<file path="src/design/assert_macros.svh">
// assertion macros shared by the rtl files
`ifndef ASSERT_MACROS_SVH
`define ASSERT_MACROS_SVH
`ifndef SYNTHESIS
`define ASSERT_IMPL(label, clk, rst, prop, msg) \
  label: assert property (@(posedge clk) disable iff (rst) prop) else $error(msg);
`define ASSERT_NORST(label, clk, prop, msg) \
  label: assert property (@(posedge clk) prop) else $error(msg);
`else
`define ASSERT_IMPL(label, clk, rst, prop, msg)
`define ASSERT_NORST(label, clk, prop, msg)
`endif
`endif

</file>
<file path="src/design/toht_pkg.sv">
// ----------------------------------------------------------------------------
// toht_pkg
// types and constants, including the set hash mix constants, of the occlusion history table
// ----------------------------------------------------------------------------
`timescale 1ns / 1ps
`default_nettype none
package toht_pkg;
  localparam int TableSets = 256;
  localparam int TableWays = 4;
  localparam int SetW = (TableSets > 1) ? $clog2(TableSets) : 1;
  localparam int WayW = (TableWays > 1) ? $clog2(TableWays) : 1;
  localparam logic [7:0] RunMax = 8'd255;
  localparam logic [7:0] ThreshReset = 8'd2;
  localparam logic [63:0] MixA = 64'hbf58476d1ce4e5b9;
  localparam logic [63:0] MixB = 64'h94d049bb133111eb;

  typedef enum logic [1:0] {
    CMD_BEGIN = 2'd0,
    CMD_SUBMIT = 2'd1,
    CMD_QUERY = 2'd2,
    CMD_NONE = 2'd3
  } cmd_t;

  typedef enum logic [2:0] {
    ST_IDLE,
    ST_HASH,
    ST_READ,
    ST_EVAL,
    ST_CLEAR,
    ST_OUT
  } state_t;

  typedef struct packed {
    logic [31:0] view;
    logic [63:0] obj;
    logic [31:0] last_frame;
    logic occluded;
    logic [7:0] run;
  } entry_t;

  typedef struct packed {
    logic entry_found;
    logic conservatively_occluded;
    logic [7:0] run_length;
  } result_t;
endpackage
`default_nettype wire

</file>
<file path="src/design/toht_hash.sv">
// ----------------------------------------------------------------------------
// toht_hash
// pipelined splitmix64 finalizer, six register stages
// ----------------------------------------------------------------------------
`timescale 1ns / 1ps
`default_nettype none
module toht_hash (
  input wire clk,
  input wire [31:0] view,
  input wire [63:0] obj,
  output logic [toht_pkg::SetW-1:0] set_idx
);
  import toht_pkg::*;
  logic [63:0] s0, s1, s2, s3, s4;
  logic [31:0] pa, pb, pc, pd;
  logic [63:0] h0;
  always_comb begin
    h0 = obj ^ {view, 32'd0};
  end
  // 64x64 multiply truncated to 64 bits, split in two registered steps
  always_ff @(posedge clk) begin
    s0 <= h0 ^ (h0 >> 30);
    pa <= s0[31:0] * MixA[63:32] + s0[63:32] * MixA[31:0];
    s1 <= 64'(s0[31:0]) * 64'(MixA[31:0]);
    s2 <= {s1[63:32] + pa, s1[31:0]};
    s3 <= s2 ^ (s2 >> 27);
    pb <= s3[31:0] * MixB[63:32] + s3[63:32] * MixB[31:0];
    s4 <= 64'(s3[31:0]) * 64'(MixB[31:0]);
    pc <= s4[63:32] + pb;
    pd <= s4[31:0];
  end
  logic [63:0] hf;
  always_comb begin
    hf = {pc, pd};
    hf = hf ^ (hf >> 31);
    set_idx = hf[SetW-1:0];
  end
endmodule
`default_nettype wire

</file>
<file path="config.mk">
export PLATFORM = sky130hd
export DESIGN_NAME = toht_hash
export DESIGN_NICKNAME = d
export VERILOG_FILES = /design/src/design/assert_macros.svh /design/src/design/toht_pkg.sv /design/src/design/toht_hash.sv
export SDC_FILE = /design/constraint.sdc
export NUM_CORES = 2
export LEC_CHECK = 0
export BUFFER_PORTS_ARGS = -buffer_cell sky130_fd_sc_hd__buf_2
export CAP_MARGIN = 20
export CORE_UTILIZATION = 36
export CTS_BUF_LIST = sky130_fd_sc_hd__clkbuf_4 sky130_fd_sc_hd__clkbuf_8 sky130_fd_sc_hd__clkbuf_16
export CTS_CLUSTER_SIZE = 30
export DETAILED_ROUTE_END_ITERATION = 10
export HOLD_SLACK_MARGIN = 0.02
export PLACE_DENSITY = 0.52
export SYNTH_ARGS = -nofsm -noshare
export SYNTH_HDL_FRONTEND = slang
export SYNTH_SLANG_ARGS = --single-unit
export TNS_END_PERCENT = 5
</file>
<file path="constraint.sdc">
create_clock -name clk -period 8.4 [get_ports clk]
set_clock_uncertainty 0.1 [all_clocks]
set_input_delay 1.68 -clock clk [delete_from_list [all_inputs] [get_ports clk]]
set_output_delay 1.68 -clock clk [all_outputs]
set_load 0.02 [all_outputs]
</file>
Word-level counts from Yosys, hierarchy flattened
Cells that the tools add are included.
- bits in registers: 370
- input port bits: 97
- output and inout port bits: 8
- word-level logic and storage cells: 23
- add/sub/neg operators: 4
- multiply operators: 6
- bitwise operators: 4
- operators with widths (kind ; number):
    64-bit by 34-bit bitwise XOR with 64-bit output ; 1
    64-bit by 37-bit bitwise XOR with 64-bit output ; 1
    64-bit bitwise XOR ; 1
    32-bit by 29-bit multiplier with 61-bit output (second input constant) ; 1
    32-bit by 29-bit multiplier with 39-bit output (second input constant) ; 1
    29-bit by 32-bit adder with 32-bit output ; 1
    32-bit adder ; 1
    32-bit by 29-bit multiplier with 32-bit output (second input constant) ; 1
    32-bit by 29-bit multiplier with 7-bit output (second input constant) ; 1
    32-bit by 32-bit multiplier with 32-bit output (second input constant) ; 1
    32-bit by 32-bit multiplier with 7-bit output (second input constant) ; 1
    7-bit adder ; 2
    8-bit bitwise XOR ; 1

Depth between registers and ports, before layout
- word-level depth: 2
- mapped depth: 27
- gate-level depth less buffers: 27

Least setup slack after synthesis
OpenSTA, ideal clock, no wires.
- kind: reg-to-reg
- start: reg s0[16]
- end: reg pa[27]
- setup time: 0.072 ns
- arrival: 6.812 ns
- data required time: 8.228 ns
- slack: 1.416 ns
- stages on the path, launching flop included: 27
- path buffers: 0
- clock period less this slack: 6.984 ns
- cell sequence: dfxtp_1 ha_1 inv_1 fa_1 fa_1 inv_1 fa_1 inv_1 fa_1 inv_1 fa_1 inv_1 fa_1 inv_1 fa_1 inv_1 fa_1 inv_1 ha_1 a21o_1 a21o_1 a21oi_1 nor2_1 a211o_1 a31o_2 a21oi_1 xnor2_1
- word-level cells in the longest chain between the ends: 2
- RTL lines (what ; line ; source):
    from (decl) ; toht_hash.sv:14 ; logic [63:0] s0, s1, s2, s3, s4;
    from (signal assigned) ; toht_hash.sv:22 ; s0 <= h0 ^ (h0 >> 30);
    32-bit by 32-bit multiplier with 32-bit output ; toht_hash.sv:23 ; pa <= s0[31:0] * MixA[63:32] + s0[63:32] * MixA[31:0];
    32-bit adder ; toht_hash.sv:23 ;
    to (signal assigned) ; toht_hash.sv:23 ;
    to (decl) ; toht_hash.sv:15 ; logic [31:0] pa, pb, pc, pd;
Every way passes these cells.

Worst setup path after layout
- start: reg s0[7]
- end: reg s1[43]
- word-level cells in the longest chain between the ends: 1
- RTL lines (what ; line ; source):
    32-bit by 29-bit multiplier with 61-bit output ; toht_hash.sv:24 ; s1 <= 64'(s0[31:0]) * 64'(MixA[31:0]);
    to (signal assigned) ; toht_hash.sv:24 ;
    to (decl) ; toht_hash.sv:14 ;
Every way passes these cells.

==> impl_metrics.tcl <==
set metrics [dict create \
    startpoint_type "register" \
    timing.final.crit_period_ps 8170 \
    postSynthAreaPerCell_um2 10.5 \
    grt_first_pass_wirelength_um 241000 \
    grt_max_degree 16 \
    areaGrowthSynthToFinish_pct 9.51 \
    clock-sinks 299 \
    die-area_um2 154000 \
    gr-usage-all-layers 0.217 \
    critPathRequiredTime_ps 8730 \
    fin_ws_ps 235 \
    multi_input_comb_area_um2 42200 \
    mostFrequentLayoutCells "1744 x inv_1, 1136 x fa_1, 974 x ha_1, 298 x dfxtp_1, 187 x xnor2_1" \
    synthArstFlopShare 0 \
    ys_ff_latch 299 \
    drc 0 \
    layout-drive-gt1-share 0.0569 \
    end_kind "register" \
    clk_pin_slew_ps 60 \
    ys_types 75 \
    ioPinCount 105 \
    drtIter0Drc 1842 \
    cts-root-buf "clkbuf_16" \
    yosysTopAreaCell "fa_1" \
    synth_edf_count 0 \
    worst_pin_slew_ps 979 \
    synth_simple_gate_area_frac 0.0287 \
    final_common_cell "inv_1" \
    rsz0062_at_grt "yes" \
    htree_num_levels 2 \
    vias 34600 \
    seqCellArea_um2 5990 \
    synthCells 5231 \
    cts_buffers 40 \
    synth_area_um2 54800 \
    final_max_slew_viol_count 0 \
    syn_nets 7439 \
    nets 7673 \
    start_util 0.364 \
    status "complete, no violations" \
    critical_path_class "reg -> reg" \
    dp_worst_setup_slack_ps 314 \
    synthMuxAreaShare 0.000753 \
    cp_max_fo 9 \
    cp_data_arrival_time_ps 8490 \
    synth_top_family_by_area "adder cells" \
    cts_tree "yes" \
    yosysSeqAreaShare 0.109 \
    clock_path_buffers 3 \
    synth.top_cell.area_share 0.415 \
    clock_latency_ps 670 \
    grt_overflow_total 0 \
    die_y_um 392 \
    drtAntennaViolNets 0 \
    via_per_inst 4.61 \
    antenna_found_initial 2 \
    die_x_um 392 \
    place_congestion 1.00 \
    synthTopCellsByArea "fa_1 41%, ha_1 22%, inv_1 12%" \
    core_um2 150000 \
    synth_ff_type "dfxtp_1" \
    relSlewSlack 0.346 \
    synth_xor_area_frac 0.0543 \
    maxCapViolations 0 \
    hp-class "reg -> reg" \
    core.rowCount 142 \
    wl_per_cell_um 21.5 \
    hold_viol 0 \
    fmax_mhz 122 \
    wl_um 162000 \
    reg2reg_slack_ps 230 \
    drt_pass1_iterations 5 \
    grt_pass1_vias 37800 \
    cts_setup_buffers 0 \
    synth_fa_ha_area_frac 0.638 \
    io_buffers 104 \
    synth_compound_area_frac 0.0490 \
    dpl.hpwl_um 146000 \
    yosys_warnings 0 \
    setup_viol 0 \
    n_antenna_cell 0 \
    filler_cell_count 15000 \
    layout_worst_path_cycle_share 0.972 \
]
## cells by family after synthesis
group	count (synthesis)
flip-flops	299
XOR/XNOR	340
buffers and inverters	1757
AO/OA/AOI/OAI	401
multiplexers	4
adder cells (fa/ha/maj)	2111
AND/OR/NAND/NOR	319
## cell usage after synthesis, types with 3 or more instances
| cell | instances |
|---|---|
| nand4_1 | 10 |
| dfxtp_1 | 299 |
| a211oi_1 | 23 |
| nor2b_1 | 15 |
| nor2_1 | 74 |
| or4_1 | 3 |
| nand3_1 | 39 |
| o211ai_1 | 11 |
| nand2b_1 | 11 |
| o31ai_1 | 5 |
| a21boi_0 | 10 |
| a311oi_1 | 3 |
| a21oi_1 | 126 |
| and2_1 | 11 |
| a31oi_1 | 9 |
| xor2_1 | 153 |
| inv_1 | 1744 |
| ha_1 | 975 |
| o21ai_1 | 7 |
| o21bai_1 | 18 |
| a211o_1 | 5 |
| fa_1 | 1136 |
| xnor2_1 | 187 |
| nor4_1 | 3 |
| and3_1 | 17 |
| a41o_1 | 3 |
| nand2_1 | 80 |
| or3_1 | 6 |
| or2_2 | 8 |
| a21o_1 | 57 |
| o21a_1 | 17 |
| nor3b_1 | 4 |
| o2111ai_1 | 4 |
| mux2i_1 | 3 |
| clkbuf_1 | 11 |
| a2111oi_2 | 3 |
| o31a_1 | 4 |
| nor3_1 | 27 |
| o311ai_0 | 3 |
| a31o_2 | 4 |
| o21ai_0 | 62 |
| a221oi_1 | 4 |
## routing by layer
| metal | vias up | part of all wire | GRT usage |
|---|---|---|---|
| met4 | 0 | 0.034 | 0.0677 |
| li1 | 16200 | - | - |
| met5 | - | 0 | 0 |
| met3 | 136 | 0.050 | 0.0312 |
| met2 | 721 | 0.47 | 0.358 |
| met1 | 17600 | 0.44 | 0.293 |
## path summary, 6_finish.rpt
check          from  endpoint  cells past startpoint
max           s0[7]    s1[43]                     22
min          s1[15]    s2[15]                      0
max reg2reg   s0[7]    s1[43]                     22
min reg2reg  s1[15]    s2[15]                      0
## flip-flops by register name, indices dropped and copies added (netlist names)
name and cells:
s2 64, s4 16, pc 7, pa 32, pd 9, s3 39
s1 61, s0 64, pb 7
## layout make-up
cell class | instances | area share
repair buffers | 205 | 0.0213
clock inverters | 27 | 0.00623
inverters | 1744 | 0.109
clock buffers | 47 | 0.0181
well taps | 2016 | 0.0420
flip-flops and latches | 299 | 0.0998
multi-input cells | 3175 | 0.704
## through the flow
stage / cells / instance area (um2) / util / hold WS [ps] / setup TNS [ps]
after floorplan: 5231 / 54800 / - / 210 / 0
after global placement: 7439 / 58600 / 0.389 / 210 / 0
after detailed placement: 7439 / 58600 / 0.389 / 212 / 0
after CTS: 7513 / 60000 / 0.399 / 201 / 0
after global routing: 7513 / 60000 / 0.399 / 207 / -18.7
final: 7513 / 60000 / 0.399 / 196 / 0
## critical path, stage by stage, from the launching register on
cell       delay, ps
dfxtp_1          750
ha_1             780
ha_1             390
inv_1             90
fa_1             430
fa_1             510
fa_1             540
inv_1             50
fa_1             440
fa_1             490
inv_1             50
fa_1             470
inv_1             40
ha_1             370
nand3_1          160
nor2_1            80
a41o_1           260
nor3_2           330
a2111oi_2        190
o21bai_1         200
a21oi_1          100
or2_2            330
o311ai_0         790
## what timing repair did
action | in CTS | in global routing
hold buffers | 0 | 0
endpoints found under the setup margin | 0 | 4
resized for setup | 0 | 2
Power is not shown: default switching activity piles up to over one toggle a cycle in this logic, so the estimate is an artifact.
